===== config.mk =====
export PLATFORM = sky130hd
export DESIGN_NAME = adc_channel_scan_sequencer_flat
export DESIGN_NICKNAME = d
export VERILOG_FILES = /design/src/hw/rtl/acss_pkg.sv /design/src/hw/rtl/acss_in_if.sv /design/src/hw/rtl/acss_out_if.sv /design/src/hw/rtl/adc_channel_scan_sequencer.sv /design/src/hw/rtl/acss_ctrl.sv /design/src/hw/rtl/acss_dp.sv /design/src/flat_wrapper.sv
export SDC_FILE = /design/constraint.sdc
export NUM_CORES = 1
export LEC_CHECK = 0
export BUFFER_PORTS_ARGS = -buffer_cell sky130_fd_sc_hd__buf_2
export CAP_MARGIN = 25
export CORE_MARGIN = 8
export CORE_UTILIZATION = 31
export DETAILED_ROUTE_END_ITERATION = 8
export PLACE_DENSITY = 0.54
export SYNTH_ARGS = -nofsm -noshare
export SYNTH_HDL_FRONTEND = slang
export SYNTH_HIERARCHICAL = 1
export SYNTH_SLANG_ARGS = --single-unit

===== constraint.sdc =====
create_clock -name clk -period 12.4 [get_ports clk]
set_input_delay 1.86 -clock clk [delete_from_list [all_inputs] [get_ports clk]]
set_output_delay 1.86 -clock clk [all_outputs]
set_load 0.02 [all_outputs]

===== src/hw/rtl/acss_pkg.sv =====
`default_nettype none
// ----------------------------------------------------------------------------
// acss_pkg: shared types and constants of the ADC channel scan sequencer
// Channel count, field widths, mux code mapping and controller types.
// ----------------------------------------------------------------------------
package acss_pkg;

  localparam int NUM_CHANNELS = 11;
  localparam int SAMPLE_BITS  = 10;
  localparam int DIRECT_LIMIT = 8;
  localparam int CH_W         = 4;
  localparam int MUX_W        = 4;
  localparam int MASK_W       = 11;

  localparam logic [MUX_W-1:0] MUX_OFFSET = MUX_W'(5);

  typedef logic [CH_W-1:0]        chan_t;
  typedef logic [SAMPLE_BITS-1:0] sample_t;
  typedef logic [MASK_W-1:0]      mask_t;
  typedef logic [MUX_W-1:0]       mux_t;

  typedef enum logic {
    FUNC_CONVERT = 1'b0,
    FUNC_READ    = 1'b1
  } func_t;

  typedef enum logic {
    ST_IDLE = 1'b0,
    ST_EXEC = 1'b1
  } state_t;

  // Commands from the controller to the datapath
  typedef struct packed {
    logic capture;
    logic execute;
  } acss_cmd_t;

  // Map a logical channel to its multiplexer select
  function automatic mux_t mux_of(chan_t ch);
    mux_t code;
    if (int'(ch) <= DIRECT_LIMIT) begin
      code = MUX_W'(ch);
    end else begin
      code = MUX_W'(ch) + MUX_OFFSET;
    end
    return code;
  endfunction

endpackage
`default_nettype wire


===== src/hw/rtl/acss_in_if.sv =====
`default_nettype none
// ----------------------------------------------------------------------------
// acss_in_if: input channel of the scan sequencer
// Conversion-done and read transactions with valid/ready handshake.
// ----------------------------------------------------------------------------
interface acss_in_if import acss_pkg::*; ();
  logic    valid;
  logic    ready;
  logic    func;
  sample_t sample;
  chan_t   read_channel;

  modport source (output valid, output func, output sample, output read_channel,
                  input ready);
  modport sink   (input valid, input func, input sample, input read_channel,
                  output ready);
endinterface
`default_nettype wire


===== src/hw/rtl/acss_out_if.sv =====
`default_nettype none
// ----------------------------------------------------------------------------
// acss_out_if: result channel of the scan sequencer
// One result transaction per accepted input transaction.
// ----------------------------------------------------------------------------
interface acss_out_if import acss_pkg::*; ();
  logic    valid;
  logic    ready;
  sample_t read_value;
  mux_t    mux_code;
  chan_t   scan_channel;
  logic    none_enabled;

  modport source (output valid, output read_value, output mux_code,
                  output scan_channel, output none_enabled, input ready);
  modport sink   (input valid, input read_value, input mux_code,
                  input scan_channel, input none_enabled, output ready);
endinterface
`default_nettype wire


===== src/hw/rtl/adc_channel_scan_sequencer.sv =====
`default_nettype none
// ----------------------------------------------------------------------------
// adc_channel_scan_sequencer: round-robin ADC channel scan sequencer
// Stores conversion results per channel and selects the next channel.
// ----------------------------------------------------------------------------
// Each input transaction is first accepted and captured, then executed: the
// sample is stored or the table read, and the result register is loaded. The
// next transaction is accepted while a result waits on the output, and its
// execution waits until that result is taken. The round-robin search over
// the eleven enable bits resolves in the execute cycle. The enable mask is
// written through cfg_we/cfg_wdata and resets to channel 0 only; with an
// empty mask the channel stays put and none_enabled is raised.
module adc_channel_scan_sequencer import acss_pkg::*; (
  input  wire logic   clk,
  input  wire logic   rst_n,
  acss_in_if.sink     in_ch,
  acss_out_if.source  out_ch,
  input  wire logic   cfg_we,
  input  wire mask_t  cfg_wdata
);

  acss_cmd_t cmd;

  // Sequence transactions
  acss_ctrl u_ctrl (
    .clk       (clk),
    .rst_n     (rst_n),
    .in_valid  (in_ch.valid),
    .in_ready  (in_ch.ready),
    .out_valid (out_ch.valid),
    .out_ready (out_ch.ready),
    .cmd       (cmd)
  );

  // Hold table, channel and results
  acss_dp u_dp (
    .clk              (clk),
    .rst_n            (rst_n),
    .cmd              (cmd),
    .in_func          (in_ch.func),
    .in_sample        (in_ch.sample),
    .in_read_channel  (in_ch.read_channel),
    .cfg_we           (cfg_we),
    .cfg_wdata        (cfg_wdata),
    .out_read_value   (out_ch.read_value),
    .out_mux_code     (out_ch.mux_code),
    .out_scan_channel (out_ch.scan_channel),
    .out_none_enabled (out_ch.none_enabled)
  );

endmodule
`default_nettype wire


===== src/hw/rtl/acss_ctrl.sv =====
`default_nettype none
// ----------------------------------------------------------------------------
// acss_ctrl: scan sequencer controller
// Two-state machine sequencing capture and execution, and result valid.
// ----------------------------------------------------------------------------
module acss_ctrl import acss_pkg::*; (
  input  wire logic clk,
  input  wire logic rst_n,
  input  wire logic in_valid,
  output logic      in_ready,
  output logic      out_valid,
  input  wire logic out_ready,
  output acss_cmd_t cmd
);

  state_t state_r, state_nxt;
  logic   out_valid_r, out_valid_nxt;

  // State and result valid registers
  always_ff @(posedge clk) begin
    if (!rst_n) begin
      state_r     <= ST_IDLE;
      out_valid_r <= 1'b0;
    end else begin
      state_r     <= state_nxt;
      out_valid_r <= out_valid_nxt;
    end
  end

  // Next state and commands
  always_comb begin
    state_nxt     = state_r;
    out_valid_nxt = out_valid_r;
    cmd           = '0;
    in_ready      = 1'b0;
    if (out_valid_r && out_ready) begin
      out_valid_nxt = 1'b0;
    end
    case (state_r)
      ST_IDLE: begin
        in_ready = 1'b1;
        if (in_valid) begin
          cmd.capture = 1'b1;
          state_nxt   = ST_EXEC;
        end
      end
      ST_EXEC: begin
        // hold until the output register is free
        if (!out_valid_r || out_ready) begin
          cmd.execute   = 1'b1;
          out_valid_nxt = 1'b1;
          state_nxt     = ST_IDLE;
        end
      end
      default: begin
        state_nxt = ST_IDLE;
      end
    endcase
  end

  assign out_valid = out_valid_r;

endmodule
`default_nettype wire


===== src/hw/rtl/acss_dp.sv =====
`default_nettype none
// ----------------------------------------------------------------------------
// acss_dp: scan sequencer datapath
// Result table, current channel, enable mask, round-robin search, outputs.
// ----------------------------------------------------------------------------
module acss_dp import acss_pkg::*; (
  input  wire logic      clk,
  input  wire logic      rst_n,
  input  wire acss_cmd_t cmd,
  input  wire logic      in_func,
  input  wire sample_t   in_sample,
  input  wire chan_t     in_read_channel,
  input  wire logic      cfg_we,
  input  wire mask_t     cfg_wdata,
  output sample_t        out_read_value,
  output mux_t           out_mux_code,
  output chan_t          out_scan_channel,
  output logic           out_none_enabled
);

  sample_t table_r [NUM_CHANNELS];
  chan_t   cur_r, cur_nxt;
  mask_t   mask_r;
  logic    func_r;
  sample_t sample_r;
  chan_t   rch_r;
  sample_t rv_r, rv_nxt;
  mux_t    mux_r;
  chan_t   scan_r;
  logic    none_r;
  logic    [NUM_CHANNELS-1:0] en_bits;
  logic    empty;

  assign en_bits = mask_r[NUM_CHANNELS-1:0];
  assign empty   = (en_bits == '0);

  // Find the next enabled channel after the current one, wrapping round
  always_comb begin
    logic found;
    int   c;
    found   = 1'b0;
    cur_nxt = cur_r;
    for (int i = 1; i <= NUM_CHANNELS; i++) begin
      c = int'(cur_r) + i;
      if (c >= NUM_CHANNELS) begin
        c = c - NUM_CHANNELS;
      end
      if (!found && en_bits[c[CH_W-1:0]]) begin
        found   = 1'b1;
        cur_nxt = CH_W'(c);
      end
    end
  end

  // Select the stored result of the requested channel
  always_comb begin
    rv_nxt = '0;
    if (func_r == FUNC_READ && int'(rch_r) < NUM_CHANNELS) begin
      rv_nxt = table_r[rch_r];
    end
  end

  // Control state: table, channel and mask
  always_ff @(posedge clk) begin
    if (!rst_n) begin
      for (int i = 0; i < NUM_CHANNELS; i++) begin
        table_r[i] <= '0;
      end
      cur_r  <= '0;
      mask_r <= MASK_W'(1);
    end else begin
      if (cfg_we) begin
        mask_r <= cfg_wdata;
      end
      if (cmd.execute && func_r == FUNC_CONVERT) begin
        if (int'(cur_r) < NUM_CHANNELS) begin
          table_r[cur_r] <= sample_r;
        end
        cur_r <= cur_nxt;
      end
    end
  end

  // Capture the transaction and load the result registers
  always_ff @(posedge clk) begin
    if (cmd.capture) begin
      func_r   <= in_func;
      sample_r <= in_sample;
      rch_r    <= in_read_channel;
    end
    if (cmd.execute) begin
      rv_r   <= rv_nxt;
      scan_r <= (func_r == FUNC_CONVERT) ? cur_nxt : cur_r;
      mux_r  <= mux_of((func_r == FUNC_CONVERT) ? cur_nxt : cur_r);
      none_r <= empty;
    end
  end

  assign out_read_value   = rv_r;
  assign out_mux_code     = mux_r;
  assign out_scan_channel = scan_r;
  assign out_none_enabled = none_r;

endmodule
`default_nettype wire


===== src/flat_wrapper.sv =====
// flat-port wrapper written by rule: the top's interface ports become plain ports
module adc_channel_scan_sequencer_flat import acss_pkg::*;
  (clk, rst_n, cfg_we, cfg_wdata, in_ch_valid, in_ch_func, in_ch_sample, in_ch_read_channel, in_ch_ready, out_ch_valid, out_ch_read_value, out_ch_mux_code, out_ch_scan_channel, out_ch_none_enabled, out_ch_ready);
  acss_in_if in_ch_i ();
  acss_out_if out_ch_i ();
  input  wire logic clk;
  input  wire logic rst_n;
  input  wire logic cfg_we;
  input  wire mask_t cfg_wdata;
  input wire logic [$bits(in_ch_i.valid)-1:0] in_ch_valid;
  input wire logic [$bits(in_ch_i.func)-1:0] in_ch_func;
  input wire logic [$bits(in_ch_i.sample)-1:0] in_ch_sample;
  input wire logic [$bits(in_ch_i.read_channel)-1:0] in_ch_read_channel;
  output wire logic [$bits(in_ch_i.ready)-1:0] in_ch_ready;
  output wire logic [$bits(out_ch_i.valid)-1:0] out_ch_valid;
  output wire logic [$bits(out_ch_i.read_value)-1:0] out_ch_read_value;
  output wire logic [$bits(out_ch_i.mux_code)-1:0] out_ch_mux_code;
  output wire logic [$bits(out_ch_i.scan_channel)-1:0] out_ch_scan_channel;
  output wire logic [$bits(out_ch_i.none_enabled)-1:0] out_ch_none_enabled;
  input wire logic [$bits(out_ch_i.ready)-1:0] out_ch_ready;
  assign in_ch_i.valid = in_ch_valid;
  assign in_ch_i.func = in_ch_func;
  assign in_ch_i.sample = in_ch_sample;
  assign in_ch_i.read_channel = in_ch_read_channel;
  assign in_ch_ready = in_ch_i.ready;
  assign out_ch_valid = out_ch_i.valid;
  assign out_ch_read_value = out_ch_i.read_value;
  assign out_ch_mux_code = out_ch_i.mux_code;
  assign out_ch_scan_channel = out_ch_i.scan_channel;
  assign out_ch_none_enabled = out_ch_i.none_enabled;
  assign out_ch_i.ready = out_ch_ready;
  adc_channel_scan_sequencer u_core (.clk(clk), .rst_n(rst_n), .in_ch(in_ch_i), .out_ch(out_ch_i), .cfg_we(cfg_we), .cfg_wdata(cfg_wdata));
endmodule

==> summary.md <==
| Metric | Value |
|---|---|
| Sequential area share after synthesis | `0.373` |
| RSZ-0062 raised after global routing | `false` |
| Min-Delay Path Class | `reg2reg` |
| Final Slew Violations | `0` |
| Max Freq | `157 MHz` |
| Outcome | `finished, final reports clean` |
| First-pass GRT wire length | `66600 µm` |
| Mapped Cells | `1331` |
| CP Class | `reg2reg` |
| Die Wd | `215 µm` |
| Tot GR Track Use | `0.184` |
| Clk buf depth | `2` |
| Comb power frac | `0.732` |
| Iter 0 DRT Violations | `1378` |
| CTS tree | `yes` |
| Switch Pwr | `0.00233 W` |
| Int Pwr | `0.00203 W` |
| Via density | `6.03` |
| CP Depth | `19` |
| CP required | `12.58 ns` |
| DR WL/cell | `23.9 µm` |
| Most used DFF post-synth | `edfxtp_1` |
| Final Core Density | `0.339` |
| Post-CTS Resized | `0` |
| Dominant cells by area after synthesis | `edfxtp_1 33%, nor2_1 5.2%, mux4_2 4.8%` |
| CORE AREA | `0.0394 mm²` |
| Worst reg2reg path startpoint | `u_core/u_dp/cur_r[3]` |
| Flop pwr share | `0.158` |
| CP delay by family, top | `compound AO/OA/AOI/OAI gates` |
| Vias in the first global route | `10.7k` |
| Slew @ Worst Pin | `1.07 ns` |
| Setup crit end | `u_core/u_dp/out_mux_code[1]` |
| Yosys cell types | `100` |
| Commonest non-fill, non-tap cell in the layout | `nor2_1` |
| Area growth syn-to-layout | `9.00%` |
| Share of post-route cells with drive strength above 1 | `0.134` |
| Maxcap violations | `0` |
| Clock skew | `0.0179 ns` |
| # clock sinks | `161` |
| Largest net degree at the start of global routing | `63` |
| # setup viols final | `0` |
| Routability cong. | `0.966` |
| Post-CTS Setup Repair Bufs | `0` |
| Critical-path cell list | `buf_4 -> inv_1 -> buf_4 -> ha_1 -> a21oi_1 -> o21ai_0 -> a21boi_1 -> mux2_2 -> o211ai_1 -> nand2b_1 -> or4b_1 -> nor4_2 -> a311o_1 -> a21oi_1 -> nor3b_2 -> ha_1 -> o21ai_0 -> a41oi_1 -> mux2i_1` |
| Setup_tns | `0 ns` |
| Die outline area | `0.0461 mm²` |
| Final Hold Viols | `0` |
| Hold Buf Count CTS | `0` |
| Clk root buf | `clkbuf_16` |
| Htree depth | `4` |
| Tmin final | `6.36 ns` |
| Initial antenna violation count | `0` |
| Ys async rst share | `0` |
| Port Buffers | `51` |
| Final antenna-violating net count | `0` |
| PwrDens | `326 mW/mm²` |
| Synthesized area | `0.0122 mm²` |
| Residual DRC | `0` |
| Tot Pwr | `0.00436 W` |
| Worst-skew pair later-pin latency | `0.43 ns` |
| Post-Syn Area per Cell | `9.20 µm²` |
| Die height | `215 µm` |
| Crit path buf inv count | `3` |
| Top-area cell type share of the netlist area | `0.328` |
| Worst slew margin | `0.285` |
| Final wirelength | `44300 µm` |
| Post-DP HPWL | `30900 µm` |
| Most frequent cells in the layout | `169 x nor2_1, 134 x edfxtp_1, 106 x nand2_1` |
| Initial Utilization | `0.311` |
| Row Count | `73` |
| Overflow after GRT | `0` |
| R2R cell count | `19` |
| Number of synthesized flops with an enable pin | `134` |
| Maximum VDD drop | `0.134 mV` |
| Nature of the critical path endpoint | `flop` |
| Syn nets | `1380` |
| R2R Path End | `u_core/u_dp/out_mux_code[1]` |
| CP Launch Type | `flop` |
| Syn. warnings | `6` |
| Final period util | `0.513` |
| Static leakage | `4.73 nW` |
| Slowest-stage cell, CP | `a21boi_1` |
| CP startpoint | `u_core/u_dp/cur_r[3]` |
| Router iterations before antenna repair | `6` |
| Leading area contributor after synthesis | `edfxtp_1` |
| Slowest stage delay, CP | `0.68 ns` |
| Nets@finish | `1364` |
| WP data arrival | `6.53 ns` |
| Switching share of total power | `0.534` |
| CP Max Fanout | `48` |
| R2R setup slack | `6.04 ns` |
| Cts bufs inserted | `17` |
| #FFs+latches synth | `161` |
| Clock share of power | `0.111` |
| Clock transition at path regs | `0.06 ns` |
| Via count | `11.2k` |
| Number of placed I/O pins | `52` |
## worst register-to-register path, stage by stage, from the launching register on
cell	delay (ns)
dfxtp_2	0.31
buf_4	0.44
inv_1	0.08
buf_4	0.27
ha_1	0.38
a21oi_1	0.35
o21ai_0	0.26
a21boi_1	0.68
mux2_2	0.41
o211ai_1	0.43
nand2b_1	0.15
or4b_1	0.64
nor4_2	0.31
a311o_1	0.20
a21oi_1	0.06
nor3b_2	0.28
ha_1	0.29
o21ai_0	0.11
a41oi_1	0.33
mux2i_1	0.11
## power groups by stage
| stage | Clock [W] | Sequential (W) | Combinational [W] |
|---|---|---|---|
| finish | 0.000482 | 0.000687 | 0.00319 |
| global route | 0.000513 | 0.000690 | 0.00343 |
| CTS | 0.000495 | 0.000687 | 0.00310 |
| detailed placement | 0 | 0.000699 | 0.00308 |
| global placement | 0 | 0.000697 | 0.00312 |
| floorplan | 0 | 0.000707 | 0.00229 |
## stage by stage
stage,hold slack [ns],worst slack [ns],cells,area [µm²]
2_1_floorplan,0.473,6.59,1331,12200
3_3_place_gp,0.487,6.19,1820,12800
3_5_place_dp,0.491,6.11,1820,12800
4_1_cts,0.500,6.10,1852,13300
5_1_grt,0.532,5.70,1853,13300
6_report,0.497,6.04,1855,13400
## cells in the mapped netlist, drive strengths merged (12+ instances only)
cell type and n:
ha 18, or3 17, a21oi 73, mux4 26, o2111ai 12, a221oi 12, nand2 106, o211ai 22
a211oi 19, clkbuf 62, nand3 29, inv 40, a21boi 12, o22ai 14, xnor2 20, nor2b 41
a31oi 16, o21ai 69, mux2i 52, edfxtp 134, nand2b 28, dfxtp 27, a211o 18, buf 51
nor3 31, nor2 170
## kinds of logic after synthesis
family          after synthesis  synth area share
fa+ha+maj                    18            0.0184
buf+inv                     153            0.0584
flops                       161             0.373
compound gates              395             0.235
mux                          88            0.0995
xor+xnor                     26            0.0203
simple gates                490             0.196
## flip-flops by register name, indices dropped and copies added, names as in the netlist
signal / flops
u_core/u_dp/out_read_value: 10
u_core/u_dp/sample_r: 10
u_core/u_dp/rch_r: 4
u_core/u_dp/out_none_enabled: 1
u_core/u_dp/en_bits: 11
u_core/u_ctrl/state_r: 1
u_core/u_dp/out_mux_code: 4
u_core/u_dp/table_r: 110
u_core/u_dp/func_r: 1
u_core/u_ctrl/out_valid: 1
u_core/u_dp/cur_r: 4
u_core/u_dp/out_scan_channel: 4
## layer usage
layer | share of wire | wire, µm | vias to the layer above | track usage
li1 | - | - | 5022 | -
met1 | 0.43 | 18900 | 5499 | 0.247
met2 | 0.45 | 20100 | 578 | 0.287
met3 | 0.090 | 3990 | 81 | 0.0381
met4 | 0.031 | 1360 | 0 | 0.0702
met5 | 0 | 0 | - | 0
## worst min path at each step
stage	start	to	slack (ns)	cells past startpoint
2_1_floorplan	u_core/u_ctrl/state_r	u_core/u_ctrl/state_r	0.47	2
3_3_place_gp	u_core/u_ctrl/state_r	u_core/u_ctrl/state_r	0.49	2
3_5_place_dp	u_core/u_ctrl/state_r	u_core/u_ctrl/state_r	0.49	2
4_1_cts	u_core/u_ctrl/state_r	u_core/u_ctrl/state_r	0.50	2
5_1_grt	u_core/u_ctrl/out_valid	u_core/u_ctrl/out_valid	0.53	2
6_report	u_core/u_ctrl/state_r	u_core/u_ctrl/state_r	0.50	2
## cell type report
class | instances | area [µm²]
fill | 4009 | 26000
timing repair buffer | 78 | 455
clock buffer | 17 | 425
tap | 525 | 657
sequential | 161 | 4570
clock inverter | 15 | 111
antenna | 2 | 5.00
inverter | 40 | 150
multi-input combinational | 1017 | 6980
Power figures use the tool's default switching activity.
